## src/design/pcss_pkg.sv

```systemverilog
// ----------------------------------------------------------------------------
// pcss_pkg
// Character codes and types for the Python comment/string stripper.
// ----------------------------------------------------------------------------
package pcss_pkg;

    localparam logic [7:0] CH_SINGLE = 8'h27;
    localparam logic [7:0] CH_DOUBLE = 8'h22;
    localparam logic [7:0] CH_HASH   = 8'h23;
    localparam logic [7:0] CH_NL     = 8'h0A;
    localparam logic [7:0] CH_TAB    = 8'h09;
    localparam logic [7:0] CH_SPACE  = 8'h20;
    localparam logic [7:0] CH_BSL    = 8'h5C;

    localparam logic [1:0] RUN_FULL  = 2'd3;
    localparam logic [1:0] BLANK_MAX = 2'd2;

    typedef enum logic [1:0] {
        MODE_NONE   = 2'd0,
        MODE_SINGLE = 2'd1,
        MODE_DOUBLE = 2'd2
    } doc_mode_t;

    typedef struct packed {
        logic [1:0] run;
        logic       own_open;
        logic       other_open;
        doc_mode_t  mode;
        logic       drop;
    } quote_res_t;

endpackage

```

## src/design/python_comment_string_stripper_core.sv

```systemverilog
// ----------------------------------------------------------------------------
// python_comment_string_stripper_core
// Strips comments, strings and docstrings from a Python byte stream and
// squeezes blanks and blank lines.
//
// channel | dir | tdata          | tuser          | tlast
// s_*     | in  | [7:0] src byte | [0] start flag | -
// m_*     | out | [7:0] kept     | -              | -
//
// One byte per cycle while the output register is not stalled; the next-state logic is a single pass of flag logic.
// Zero or one output beat per input beat, in the cycle after acceptance.
// A single output register holds the result; input is taken whenever that
// register is empty or being drained.
// Reset clears all scan state; a start flag on a beat does the same.
// ----------------------------------------------------------------------------
module python_comment_string_stripper_core
(
    input  logic       clk,
    input  logic       rst_n,
    input  logic       s_tvalid,
    output logic       s_tready,
    input  logic [7:0] s_tdata,   // [7:0] text_char
    input  logic       s_tuser,   // [0] start_of_text
    output logic       m_tvalid,
    input  logic       m_tready,
    output logic [7:0] m_tdata    // [7:0] kept_char
);

    pcss_pkg::doc_mode_t mode_reg, mode_next;
    logic       sopen_reg, sopen_next;
    logic       dopen_reg, dopen_next;
    logic [1:0] srun_reg, srun_next;
    logic [1:0] drun_reg, drun_next;
    logic       esc_reg, esc_next;
    logic       cmt_reg, cmt_next;
    logic [1:0] blank_reg, blank_next;
    logic [7:0] prev_reg, prev_next;
    logic       lnl_reg, lnl_next;
    logic       ovalid_reg, ovalid_next;
    logic [7:0] odata_reg;
    logic       keep;
    logic       accept;

    function automatic pcss_pkg::quote_res_t quote_step
    (
        input logic [1:0]          run,
        input logic                own_open,
        input logic                other_open,
        input logic                prev_same,
        input pcss_pkg::doc_mode_t own_mode,
        input pcss_pkg::doc_mode_t mode,
        input logic                cmt,
        input logic                esc
    );
        pcss_pkg::quote_res_t r;
        r.run        = run;
        r.own_open   = own_open;
        r.other_open = other_open;
        r.mode       = mode;
        r.drop       = 1'b0;
        if (mode != pcss_pkg::MODE_NONE)
        begin
            if (run == pcss_pkg::RUN_FULL || prev_same)
                r.run = run - 2'd1;
            else
                r.run = pcss_pkg::RUN_FULL;
            r.mode = (r.run != 2'd0) ? own_mode : pcss_pkg::MODE_NONE;
            r.drop = (r.mode == pcss_pkg::MODE_NONE);
        end
        else
        begin
            if (run == 2'd0 && !(own_open || other_open))
                r.run = run + 2'd1;
            else if (prev_same)
                r.run = run + 2'd1;
            r.mode = (r.run == pcss_pkg::RUN_FULL) ? own_mode : pcss_pkg::MODE_NONE;
            if (r.mode != pcss_pkg::MODE_NONE)
            begin
                r.own_open   = 1'b0;
                r.other_open = 1'b0;
                r.drop       = 1'b1;
            end
            else if (!other_open && !cmt)
            begin
                if (own_open)
                begin
                    if (!esc)
                    begin
                        r.own_open = 1'b0;
                        r.drop     = 1'b1;
                    end
                end
                else
                begin
                    r.own_open = 1'b1;
                end
            end
        end
        return r;
    endfunction

    assign s_tready = !ovalid_reg || m_tready;
    assign accept   = s_tvalid && s_tready;
    assign m_tvalid = ovalid_reg;
    assign m_tdata  = odata_reg;

    always_comb
    begin
        pcss_pkg::quote_res_t q;
        logic                 drop;
        logic [7:0]           c;
        c    = s_tdata;
        drop = 1'b0;
        keep = 1'b0;
        q    = '0;

        if (s_tuser)
        begin
            mode_next  = pcss_pkg::MODE_NONE;
            sopen_next = 1'b0;
            dopen_next = 1'b0;
            srun_next  = 2'd0;
            drun_next  = 2'd0;
            esc_next   = 1'b0;
            cmt_next   = 1'b0;
            blank_next = 2'd0;
            prev_next  = 8'd0;
            lnl_next   = 1'b0;
        end
        else
        begin
            mode_next  = mode_reg;
            sopen_next = sopen_reg;
            dopen_next = dopen_reg;
            srun_next  = srun_reg;
            drun_next  = drun_reg;
            esc_next   = esc_reg;
            cmt_next   = cmt_reg;
            blank_next = blank_reg;
            prev_next  = prev_reg;
            lnl_next   = lnl_reg;
        end

        if (!cmt_next && !sopen_next && !dopen_next && mode_next == pcss_pkg::MODE_NONE
            && !esc_next && c == pcss_pkg::CH_HASH)
        begin
            cmt_next   = 1'b1;
            blank_next = 2'd0;
            prev_next  = c;
        end
        else if (cmt_next && c != pcss_pkg::CH_NL)
        begin
            prev_next = c;
        end
        else
        begin
            if (c == pcss_pkg::CH_NL)
            begin
                drop       = lnl_next;
                cmt_next   = 1'b0;
                blank_next = 2'd0;
            end
            else if (c == pcss_pkg::CH_DOUBLE)
            begin
                if (mode_next != pcss_pkg::MODE_SINGLE)
                begin
                    q = quote_step(drun_next, dopen_next, sopen_next,
                                   prev_next == pcss_pkg::CH_DOUBLE,
                                   pcss_pkg::MODE_DOUBLE, mode_next, cmt_next, esc_next);
                    drun_next  = q.run;
                    dopen_next = q.own_open;
                    sopen_next = q.other_open;
                    mode_next  = q.mode;
                    drop       = q.drop;
                end
                blank_next = 2'd0;
            end
            else if (c == pcss_pkg::CH_SINGLE)
            begin
                if (mode_next != pcss_pkg::MODE_DOUBLE)
                begin
                    q = quote_step(srun_next, sopen_next, dopen_next,
                                   prev_next == pcss_pkg::CH_SINGLE,
                                   pcss_pkg::MODE_SINGLE, mode_next, cmt_next, esc_next);
                    srun_next  = q.run;
                    sopen_next = q.own_open;
                    dopen_next = q.other_open;
                    mode_next  = q.mode;
                    drop       = q.drop;
                end
                blank_next = 2'd0;
            end
            else if (c == pcss_pkg::CH_TAB || c == pcss_pkg::CH_SPACE)
            begin
                if (lnl_next)
                    drop = 1'b1;
                else if (blank_next < pcss_pkg::BLANK_MAX)
                    blank_next = blank_next + 2'd1;
            end
            else
            begin
                blank_next = 2'd0;
            end

            if (mode_next == pcss_pkg::MODE_SINGLE)
            begin
                if (srun_next < pcss_pkg::RUN_FULL && c != pcss_pkg::CH_SINGLE)
                    srun_next = pcss_pkg::RUN_FULL;
                drun_next = 2'd0;
            end
            else if (mode_next == pcss_pkg::MODE_DOUBLE)
            begin
                if (drun_next < pcss_pkg::RUN_FULL && c != pcss_pkg::CH_DOUBLE)
                    drun_next = pcss_pkg::RUN_FULL;
                srun_next = 2'd0;
            end
            else
            begin
                if (c != pcss_pkg::CH_SINGLE)
                    srun_next = 2'd0;
                if (c != pcss_pkg::CH_DOUBLE)
                    drun_next = 2'd0;
            end

            if (!drop && !sopen_next && !dopen_next && mode_next == pcss_pkg::MODE_NONE
                && blank_next < pcss_pkg::BLANK_MAX)
            begin
                keep     = 1'b1;
                lnl_next = (c == pcss_pkg::CH_NL);
            end

            esc_next  = (c == pcss_pkg::CH_BSL) ? !esc_next : 1'b0;
            prev_next = c;
        end
    end

    always_comb
    begin
        if (accept)
            ovalid_next = keep;
        else if (m_tready)
            ovalid_next = 1'b0;
        else
            ovalid_next = ovalid_reg;
    end

    always_ff @(posedge clk or negedge rst_n)
    begin
        if (!rst_n)
        begin
            mode_reg   <= pcss_pkg::MODE_NONE;
            sopen_reg  <= 1'b0;
            dopen_reg  <= 1'b0;
            srun_reg   <= 2'd0;
            drun_reg   <= 2'd0;
            esc_reg    <= 1'b0;
            cmt_reg    <= 1'b0;
            blank_reg  <= 2'd0;
            prev_reg   <= 8'd0;
            lnl_reg    <= 1'b0;
            ovalid_reg <= 1'b0;
        end
        else
        begin
            ovalid_reg <= ovalid_next;
            if (accept)
            begin
                mode_reg  <= mode_next;
                sopen_reg <= sopen_next;
                dopen_reg <= dopen_next;
                srun_reg  <= srun_next;
                drun_reg  <= drun_next;
                esc_reg   <= esc_next;
                cmt_reg   <= cmt_next;
                blank_reg <= blank_next;
                prev_reg  <= prev_next;
                lnl_reg   <= lnl_next;
            end
        end
    end

    always_ff @(posedge clk)
    begin
        if (accept && keep)
            odata_reg <= s_tdata;
    end

endmodule

```

## config.mk

```make
export PLATFORM = sky130hd
export DESIGN_NAME = python_comment_string_stripper_core
export DESIGN_NICKNAME = d
export VERILOG_FILES = /design/src/design/pcss_pkg.sv /design/src/design/python_comment_string_stripper_core.sv
export SDC_FILE = /design/constraint.sdc
export NUM_CORES = 1
export LEC_CHECK = 0
export BUFFER_PORTS_ARGS = -buffer_cell sky130_fd_sc_hd__buf_2
export CAP_MARGIN = 30
export CORE_UTILIZATION = 59
export DETAILED_ROUTE_END_ITERATION = 16
export PLACE_DENSITY = 0.8
export SLEW_MARGIN = 20
export SYNTH_ARGS = -nofsm -noshare
export SYNTH_HDL_FRONTEND = slang
export SYNTH_SLANG_ARGS = --single-unit
```

## constraint.sdc

```tcl
create_clock -name clk -period 4.3 [get_ports clk]
set_clock_uncertainty 0.1 [all_clocks]
set_input_delay 0 -clock clk [delete_from_list [all_inputs] [get_ports clk]]
set_output_delay 0 -clock clk [all_outputs]
set_load 0.01 [all_outputs]
```

Yosys cells after proc, flatten, opt, wreduce, memory -nomap -nowiden
Index checks and enable logic that the tools add are counted.

word-level totals
  bits in registers = 30
  output and inout port bits = 10
  input port bits = 13
  latch bits = 0
  memory bits (read-only) = 0
  memories = 0
  memory bits (writable) = 0
  logic and storage cells = 235

operators by class
  divide/modulo/power cells = 0
  magnitude comparators = 4
  add/subtract/negate cells = 5
  $mul = 0
  muxes and demuxes = 151
  reductions and logical operators = 43
  eq/ne operators = 20
  bitwise gates (word level) = 0
  shifts and indexed selects = 0

operators with widths
  cell                                               count
  two-way mux 2 bit                                  85
  two-way mux 1 bit                                  64
  == test 8 x 6 -> 1 bit (second input constant)     6
  logical AND 1 bit                                  17
  == test 8 x 4 -> 1 bit (second input constant)     2
  != test 8 x 6 -> 1 bit (second input constant)     2
  zero test 2 bit                                    6
  nonzero test 2 bit                                 6
  == test 2 bit (second input constant)              5
  zero test 1 bit                                    9
  == test 8 x 7 -> 1 bit (second input constant)     1
  < comparator 2 bit (second input constant)         4
  two-way mux 8 bit                                  1
  != test 8 x 4 -> 1 bit (second input constant)     1
  adder 2 x 1 -> 2 bit (second input constant)       3
  logical OR 1 bit                                   5
  subtractor 2 x 1 -> 2 bit (second input constant)  2
  two-way mux 3 bit                                  1
  == test 2 x 1 -> 1 bit (second input constant)     1
  != test 2 x 1 -> 1 bit (second input constant)     1
  != test 2 bit (second input constant)              1

Longest topological paths before layout
Gate-level depths: netlist of run 1.

  word-level depth = 32
  mapped depth = 11
  gate-level depth less buffers = 9

Least setup slack after synthesis of run 1
OpenSTA, ideal clock, no wires.

  path type = input port to flip-flop
  start = input s_tuser
  end = register odata_reg[0], in the netlist m_tdata[0], enable pin
  library setup time = 383 ps
  required time = 3817 ps
  stages on the path = 11
  buffers on the path = 3
  setup slack = 1164 ps
  data arrival time = 2653 ps
  path through = buf_2 -> clkbuf_1 -> clkbuf_1 -> nand2b_1 -> ha_1 -> a32oi_2 -> mux2i_1 -> or3_1 -> a21oi_1 -> or3b_4 -> nor3_1

between the ends
  cells in the longest elaborated chain, start to end = 32
  elaborated cells on any way between the ends = 158
  those cells by class = add/sub: 5; order compare: 2; eq/ne: 8; mux: 107; reduce/logical: 36

ends and longest elaborated chain
  item                                                           RTL line                                    text
  start, declared                                                python_comment_string_stripper_core.sv:23   input logic s_tuser,
  branches (longest 30 deep; another with adder 2 x 1 -> 2 bit)  n/a
  two-way mux 1 bit *                                            python_comment_string_stripper_core.sv:144  if (!cmt_next && !sopen_next && !dopen_next && mode_next == pcss_pkg::MODE_NONE
  logical AND 1 bit *                                            python_comment_string_stripper_core.sv:284  if (accept && keep)
  end signal, assigned                                           python_comment_string_stripper_core.sv:285  odata_reg <= s_tdata;
  end, declared                                                  python_comment_string_stripper_core.sv:40   logic [7:0] odata_reg;

Mark *: on every way between the ends. The select of a mux whose other input is x is not followed.
A chain may end at the register's enable or synchronous reset.

Final worst setup path of run 1
  start = register srun_reg[1]
  end = register odata_reg[4], in the netlist m_tdata[4], enable pin

between the ends
  cells in the longest elaborated chain, start to end = 31
  elaborated cells on any way between the ends = 71
  those cells by class = add/sub: 2; eq/ne: 2; mux: 52; reduce/logical: 15

ends and longest elaborated chain
  item                                                            RTL line                                                                                                                         text
  start, declared                                                 python_comment_string_stripper_core.sv:32                                                                                        logic [1:0] srun_reg, srun_next;
  start signal, assigned                                          python_comment_string_stripper_core.sv:271                                                                                       srun_reg <= srun_next;
  two-way mux 2 bit *                                             python_comment_string_stripper_core.sv:117                                                                                       if (s_tuser)
  adder 2 x 1 -> 2 bit / zero test 2 bit (equally long branches)  python_comment_string_stripper_core.sv:73, python_comment_string_stripper_core.sv:75, python_comment_string_stripper_core.sv:72
  two-way mux 2 bit / logical AND 1 bit (equally long branches)   python_comment_string_stripper_core.sv:74, python_comment_string_stripper_core.sv:72
  two-way mux 2 bit                                               python_comment_string_stripper_core.sv:72                                                                                        if (run == 2'd0 && !(own_open || other_open))
  two-way mux 2 bit                                               python_comment_string_stripper_core.sv:61                                                                                        if (mode != pcss_pkg::MODE_NONE)
  two-way mux 2 bit                                               python_comment_string_stripper_core.sv:180                                                                                       if (mode_next != pcss_pkg::MODE_DOUBLE)
  two-way mux 2 bit                                               python_comment_string_stripper_core.sv:178                                                                                       else if (c == pcss_pkg::CH_SINGLE)
  two-way mux 2 bit                                               python_comment_string_stripper_core.sv:163                                                                                       else if (c == pcss_pkg::CH_DOUBLE)
  (+14 left out)                                                  n/a
  zero test 1 bit                                                 python_comment_string_stripper_core.sv:225                                                                                       if (!drop && !sopen_next && !dopen_next && mode_next == pcss_pkg::MODE_NONE
  logical AND 1 bit (2 in series)                                 python_comment_string_stripper_core.sv:225
  logical AND 1 bit *                                             python_comment_string_stripper_core.sv:225
  logical AND 1 bit *                                             python_comment_string_stripper_core.sv:226                                                                                       && blank_next < pcss_pkg::BLANK_MAX)
  two-way mux 1 bit *                                             python_comment_string_stripper_core.sv:225
  two-way mux 1 bit *                                             python_comment_string_stripper_core.sv:151                                                                                       else if (cmt_next && c != pcss_pkg::CH_NL)
  two-way mux 1 bit *                                             python_comment_string_stripper_core.sv:144
  logical AND 1 bit *                                             python_comment_string_stripper_core.sv:284

Mark *: on every way between the ends. The rest lies on a longest branch, timed or not. The select of a mux whose other input is x is not followed.

==> results of run 1 <==
==> final cells by class <==
cell class | instances | area share (%)
Timing Repair Buffer | 34 | 9.15
Clock buffer | 5 | 1.53
Tap cell | 46 | 2.34
Inverter | 7 | 1.07
Multi-Input combinational cell | 210 | 51.2
Sequential cell | 30 | 32.1
Clock inverter | 3 | 2.59
==> through the flow <==
stage	hold slack, ns	worst slack, ns	cells	util, %	power [mW]
global placement	-0.0961	1.50	317	66.7	0.463
floorplan	-0.396	1.16	258	-	0.421
CTS	0.0700	1.37	335	72.6	0.752
global route	0.142	1.21	335	72.6	0.779
detailed placement	-0.0956	1.42	317	66.7	0.466
finish	0.0582	1.31	335	72.6	0.753
==> worst max-delay path by stage <==
stage	startpoint	end	cells after the start
final	srun_reg[1]	m_tdata[4]	10
after global routing	srun_reg[1]	m_tdata[0]	10
after floorplan	s_tuser	m_tdata[0]	11
after global placement	srun_reg[1]	m_tdata[0]	10
after CTS	srun_reg[1]	m_tdata[0]	10
after detailed placement	srun_reg[1]	m_tdata[4]	10
==> cell usage after synthesis (all sizes together) (2+ instances only) <==
| cell | n | share of area [%] |
|---|---|---|
| nor3b | 3 | 1.6 |
| and2 | 3 | 0.88 |
| and3b | 3 | 1.2 |
| a32oi | 2 | 1.2 |
| nor3 | 5 | 1.4 |
| a21oi | 8 | 1.9 |
| and3 | 2 | 0.65 |
| nor4 | 6 | 1.8 |
| o211ai | 2 | 0.71 |
| dfrtp | 22 | 26 |
| nor2b | 7 | 2.1 |
| inv | 7 | 1.2 |
| o21ai | 19 | 4.5 |
| ha | 5 | 2.9 |
| or3 | 2 | 0.59 |
| o21bai | 3 | 1.1 |
| edfxtp | 8 | 11 |
| nor4b | 4 | 3.1 |
| nand3 | 8 | 1.9 |
| nand2 | 57 | 10 |
| or2 | 2 | 0.59 |
| nand2b | 13 | 3.8 |
| nor2 | 24 | 4.2 |
| o41ai | 2 | 0.83 |
| o31ai | 2 | 0.94 |
| a31oi | 5 | 1.5 |
| clkbuf | 8 | 1.4 |
| nand4 | 2 | 0.59 |
| buf | 3 | 0.71 |
| o2111ai | 2 | 0.83 |
==> cells by family after synthesis <==
family	count (synthesis)	synth area share, %
AND/OR/NAND/NOR	145	36.3
AO/OA/AOI/OAI	58	19.0
flip-flops	30	37.3
buffers and inverters	18	3.36
adder cells (fa/ha/maj)	5	2.95
multiplexers	2	1.18
==> routing by layer <==
layer	share of wire [%]	up-vias
met5	0	-
met4	2.8	0
met3	9.7	23
met2	47	142
met1	40	970
li1	-	998
==> power groups by stage <==
stage / clock network (mW) / logic [mW] / registers (mW)
6_report: 0.283 / 0.132 / 0.338
5_1_grt: 0.293 / 0.145 / 0.341
4_1_cts: 0.284 / 0.130 / 0.338
3_5_place_dp: 0 / 0.122 / 0.344
3_3_place_gp: 0 / 0.121 / 0.342
2_1_floorplan: 0 / 0.0804 / 0.341
==> worst max-delay path: cells and delay by family, from the launching register on <==
| family | cells | cell delay [ns] |
|---|---|---|
| muxes | 1 | 0.36 |
| DFF | 1 | 0.35 |
| adders and majority gates | 1 | 0.20 |
| AOI/OAI and AO/OA | 2 | 0.34 |
| and+or+nand+nor | 4 | 1.02 |
| buffers and inverters | 2 | 0.32 |
==> cells in the final DEF, fill, tap and decap left out, drive strengths merged, types with 3 or more instances in the layout <==
cell type	synthesis	final
buf	3	24
nor2	24	24
clkbuf	8	5
ha	5	5
a21oi	8	8
nand3	8	8
nor3	5	5
a31oi	5	5
nand2	57	57
nor4b	4	4
nor4	6	6
dfrtp	22	22
o21ai	19	19
and2	3	3
nand2b	13	13
inv	7	7
edfxtp	8	8
and3b	3	3
nor2b	7	7
dlygate4sd3	0	10
nor3b	3	3
o21bai	3	3
==> repair_timing <==
item                      4_1_cts  5_1_grt
hold endpoints to repair       40        0
hold buffers                   10        0
setup buffers                   0        0
==> load_flow_metrics.sql, run 1 <==
INSERT INTO impl_metrics (metric_group, metric, value, unit) VALUES
('global_route', 'grt_overflow_total', '0', ''),
('die', 'row_count', '21', ''),
('timing', 'final_sum_of_negative_setup_slack', '0', 'ns'),
('pwr', 'internal_power', '0.549', 'mW'),
('global_route', 'grt_pass1_vias', '1898', ''),
('drt', 'detailedRoute.firstIterationViolations', '159', ''),
('timing', 'setup_violations', '0', ''),
('layout', 'syn_to_final_growth', '16.0', '%'),
('layout', 'multi_input_comb_area', '1260', 'sq um'),
('worst_setup_path', 'worst-path-max-fanout', '8', ''),
('worst_setup_path', 'required', '4.26', 'ns'),
('layout', 'final_nets', '306', ''),
('timing', 'max-slew-margin-rel', '57.7', '%'),
('global_route', 'grt_start_max_net_pins', '28', ''),
('clocking', 'clock_sinks', '30', ''),
('die', 'core', '3390', 'sq um'),
('die', 'design.portCount', '23', ''),
('pwr', 'p_comb_share', '17.6', '%'),
('yosys', 'ys.warnings.count', '0', ''),
('status', 'status', 'complete, no violations', ''),
('worst_setup_path', 'critical_path_top_delay_cell', 'sky130_fd_sc_hd__or3b_4', ''),
('drt', 'drt-total-wl', '5.68', 'mm'),
('drt', 'detailedRoute.firstPassIterationCount', '5', ''),
('clocking', 'cts.repair.resized', '0', ''),
('layout', 'antenna_cells', '0', ''),
('timing', 'timing.final.crit_share', '69.5', '%'),
('yosys', 'nets_in_the_synthesized_netlist', '276', ''),
('timing', 'worst-slew-pin-transition', '0.631', 'ns'),
('drt', 'route.detailed.wl_per_inst', '17.0', 'microns'),
('worst_setup_path', 'worst-r2r-setup-slack', '1.31', 'ns'),
('clocking', 'htreeDepth', '2', ''),
('clocking', 'cts_inserted_buffers', '5', ''),
('clocking', 'clk_pin_slew', '0.10', 'ns'),
('pwr', 'total_leakage_power', '1.08', 'nW'),
('yosys', 'ys_async_sr_fraction', '73.3', '%'),
('timing', 'timing_max_transition_violations_final', '0', ''),
('worst_setup_path', 'r2r_start', 'srun_reg[1]', ''),
('pwr', 'clock_power_share', '37.6', '%'),
('worst_setup_path', 'worstPathCellList', 'nor2b_1 -> inv_1 -> ha_1 -> a32oi_1 -> mux2_4 -> nor3_2 -> a21oi_1 -> or3b_4 -> nor3_1 -> buf_4', ''),
('timing', 'maxClockFrequency', '0.335', 'GHz'),
('yosys', 'number_of_synthesized_flops_with_an_enable_pin', '8', ''),
('timing', 'fin_crit', '2.99', 'ns'),
('yosys', 'synth-seq-cells', '30', ''),
('yosys', 'syn-instance-count', '258', ''),
('placed_design', 'port_buffers', '22', ''),
('global_route', 'globalRoute.busiestLayer', 'met2', ''),
('layout', 'design_area', '2460', 'sq um'),
('yosys', 'yosys.cell_types.count', '55', ''),
('global_route', 'met3_usage', '8.07', '%'),
('placed_design', 'dp.final_hpwl', '3.96', 'mm'),
('layout', 'fillerInstances', '257', ''),
('placed_design', 'post_dp_cell_area', '2260', 'sq um'),
('die', 'start_util', '62.6', '%'),
('die', 'die-area', '3840', 'sq um'),
('layout', 'regArea', '791', 'sq um'),
('global_route', 'grt_use_total', '32.4', '%'),
('die', 'floorplan_die_width', '62.0', 'microns'),
('yosys', 'synth.avg_cell_area', '8.22', 'sq um'),
('yosys', 'synth_sequential_area_ratio', '37.3', '%'),
('pwr', 'p_per_area', '306', 'nW/um^2'),
('worst_setup_path', 'ff2ff_path_depth', '10', ''),
('worst_setup_path', 'crit_path_start_kind', 'flip-flop', ''),
('placed_design', 'gp_congestion', '0.915', ''),
('timing', 'grt_setup_unrepaired', 'false', ''),
('yosys', 'syn_area', '2120', 'sq um'),
('global_route', 'grtUsageMet2', '51.1', '%'),
('worst_setup_path', 'worstSetupPathType', 'flip-flop to flip-flop', ''),
('min_path', 'hold_class', 'primary input to asynchronous set/reset pin', ''),
('worst_setup_path', 'worst-endpoint-arrival', '2.94', 'ns'),
('drt', 'post-route-drc-count', '0', ''),
('worst_setup_path', 'timing.rr.end', 'm_tdata[4]', '');
Note: power is estimated with default switching activity, not from simulation.
==> run 2: changes to the inputs <==
==> constraint.sdc (replaced) <==
create_clock -name clk -period 3.1 [get_ports clk]
set_clock_uncertainty 0.1 [all_clocks]
set_input_delay 0 -clock clk [delete_from_list [all_inputs] [get_ports clk]]
set_output_delay 0 -clock clk [all_outputs]
set_load 0.01 [all_outputs]
==> load_flow_metrics.sql, run 2 (synthesized netlist as in run 1, its figures left out) <==
INSERT INTO impl_metrics (metric_group, metric, value, unit) VALUES
('status', 'status', 'complete, no violations', ''),
('global_route', 'grt_antenna_before_repair', '0', ''),
('worst_setup_path', 'worstSetupPathType', 'flip-flop to flip-flop', ''),
('drt', 'drt-total-wl', '5.38', 'mm'),
('worst_setup_path', 'crit_path_start_kind', 'flip-flop', ''),
('worst_setup_path', 'worst-r2r-setup-slack', '0.15', 'ns'),
('timing', 'final_sum_of_negative_setup_slack', '0', 'ns'),
('die', 'core', '3390', 'sq um'),
('layout', 'top_library_cells_by_usage_in_the_layout_fill_and_taps_aside', 'sky130_fd_sc_hd__nand2_1 (57), sky130_fd_sc_hd__nor2_1 (24), sky130_fd_sc_hd__dfrtp_1 (22), sky130_fd_sc_hd__buf_2 (22), sky130_fd_sc_hd__o21ai_0 (19)', ''),
('worst_setup_path', 'required', '3.05', 'ns'),
('die', 'die_height', '62.0', 'microns'),
('timing', 'finalHoldViolations', '0', ''),
('pwr', 'ir_drop', '0.266', 'mV'),
('clocking', 'cts.repair_timing.setup_buffer_count', '0', ''),
('pwr', 'p_per_area', '358', 'nW/um^2'),
('placed_design', 'port_buffers', '22', ''),
('worst_setup_path', 'ff2ff_path_depth', '8', ''),
('timing', 'hold-worst-slack', '0.0605', 'ns'),
('worst_setup_path', 'cp-startpoint', 'prev_reg[4]', ''),
('worst_setup_path', 'max_stage_delay', '0.47', 'ns'),
('worst_setup_path', 'critical_path.most_common_cell', 'sky130_fd_sc_hd__nor3_2', ''),
('timing', 'timing.final.crit_share', '95.1', '%'),
('clocking', 'htreeDepth', '2', ''),
('clocking', 'cts_inserted_buffers', '5', ''),
('clocking', 'clk_pin_slew', '0.10', 'ns'),
('timing', 'setup_violations', '0', ''),
('worst_setup_path', 'critical_path_depth', '8', ''),
('clocking', 'clk-insertion-delay-late', '0.33', 'ns'),
('clocking', 'cts-root-to-sink-buffers', '2', ''),
('layout', 'drive_above_1_share', '17.5', '%'),
('drt', 'num_vias', '2065', ''),
('worst_setup_path', 'critical_path.n_buffers_inverters', '1', ''),
('global_route', 'grt_first_pass_wirelength', '8.36', 'mm'),
('min_path', 'hold_class', 'primary input to asynchronous set/reset pin', ''),
('worst_setup_path', 'r2r_start', 'prev_reg[4]', ''),
('clocking', 'tritoncts', 'built', ''),
('global_route', 'grt_pass1_vias', '1808', ''),
('layout', 'syn_to_final_growth', '15.5', '%'),
('drt', 'detailedRoute.firstPassIterationCount', '5', ''),
('worst_setup_path', 'worstPathCellList', 'nor4b_4 -> a32oi_2 -> mux2_4 -> nor3_2 -> a21oi_1 -> or3b_4 -> nor3_2 -> buf_4', ''),
('placed_design', 'place_ws', '0.220', 'ns'),
('worst_setup_path', 'cpLargestDelayFamily', 'simple AND/OR/NAND/NOR gates', ''),
('flow_run', 'max_cap_viol_count', '0', ''),
('die', 'design.portCount', '23', ''),
('drt', 'post-route-drc-count', '0', ''),
('timing', 'grt_setup_unrepaired', 'false', ''),
('global_route', 'grt_start_max_net_pins', '23', ''),
('placed_design', 'gp_congestion', '0.923', ''),
('drt', 'ant_nets', '0', ''),
('layout', 'post-route-util', '72.3', '%'),
('global_route', 'grt_use_total', '30.5', '%'),
('worst_setup_path', 'worst-path-max-fanout', '8', ''),
('clocking', 'cts_root_buffer', 'sky130_fd_sc_hd__clkbuf_4', ''),
('timing', 'fin_crit', '2.95', 'ns'),
('layout', 'final_nets', '309', ''),
('timing', 'max-slew-margin-rel', '55.3', '%'),
('drt', 'route.detailed.wl_per_inst', '15.9', 'microns'),
('timing', 'maxClockFrequency', '0.339', 'GHz'),
('timing', 'timing.final.ws_setup', '0.153', 'ns'),
('pwr', 'total_leakage_power', '1.08', 'nW'),
('die', 'die-area', '3840', 'sq um'),
('die', 'row_count', '21', ''),
('worst_setup_path', 'timing.rr.end', 'm_tdata[6]', ''),
('timing', 'worst-slew-pin-transition', '0.668', 'ns'),
('placed_design', 'dp.final_hpwl', '3.82', 'mm'),
('timing', 'timing_max_transition_violations_final', '0', ''),
('layout', 'antenna_cells', '0', ''),
('drt', 'detailedRoute.firstIterationViolations', '226', ''),
('die', 'start_util', '62.6', '%'),
('worst_setup_path', 'setup.worst_path.end_class', 'flip-flop', ''),
('worst_setup_path', 'worst-endpoint-arrival', '2.90', 'ns'),
('drt', 'viasPerCell', '6.11', ''),
('clocking', 'clock_sinks', '30', ''),
('die', 'floorplan_die_width', '62.0', 'microns'),
('worst_setup_path', 'critical_path_top_delay_cell', 'sky130_fd_sc_hd__nor4b_4', ''),
('layout', 'layout.cells.most_common', 'sky130_fd_sc_hd__nand2_1', ''),
('global_route', 'grt_overflow_total', '0', '');
## run 2: changes by cell type in the layout (fill, tap and decap cells not counted)
| cell | change |
|---|---|
| sky130_fd_sc_hd__nor2b_2 | +1 |
| sky130_fd_sc_hd__clkinv_2 | +1 |
| sky130_fd_sc_hd__buf_4 | +3 |
| sky130_fd_sc_hd__a32oi_1 | -1 |
| sky130_fd_sc_hd__nor2b_1 | -1 |
| sky130_fd_sc_hd__a32oi_2 | +1 |
| sky130_fd_sc_hd__clkinvlp_4 | +1 |
| sky130_fd_sc_hd__bufinv_16 | -2 |
| sky130_fd_sc_hd__nor3_2 | +1 |
| sky130_fd_sc_hd__nor3_1 | -1 |
## run 2: layer usage
layer / track usage [%] / up-vias / part of all wire [%]
met5: 0 / - / 0
met4: 11.4 / 0 / 1.5
met3: 5.80 / 10 / 9.2
met2: 47.3 / 116 / 45
met1: 42.3 / 942 / 44
li1: - / 997 / -
## run 2: what timing repair did
action                     in CTS  in global routing
hold endpoints to repair       40                  0
hold buffers                   10                  0
setup endpoints to repair       0                  8
gates resized for setup         0                  2
## run 2: where the power goes
| part | leakage [nW] | switching, mW | internal, mW |
|---|---|---|---|
| Sequential | 0.363 | 0.0264 | 0.442 |
| Combinational | 0.685 | 0.112 | 0.0733 |
| Clock | 0.0286 | 0.139 | 0.0841 |
## run 2: cell type report
cell class,instances,area [sq um]
clock inverter,3,16.3
timing repair buffer,37,248
inverter,7,26.3
sequential,30,791
multi-input combinational,210,1270
tap,46,57.6
clock buffer,5,37.5
fill,259,938
## run 2: worst max path at each step
stage	endpoint	slack (ns)
after floorplan	m_tdata[0]	0.20
after global routing	m_tdata[0]	0.03
final	m_tdata[6]	0.15
after CTS	m_tdata[0]	0.18
after global placement	m_tdata[0]	0.33
after detailed placement	m_tdata[0]	0.22
## run 2: stage by stage
step / instances / total power, mW / area, sq um
global placement: 320 / 0.643 / 2290
global route: 338 / 0.928 / 2450
floorplan: 258 / 0.585 / 2130
detailed placement: 320 / 0.648 / 2290
finish: 338 / 0.877 / 2450
CTS: 338 / 0.878 / 2440
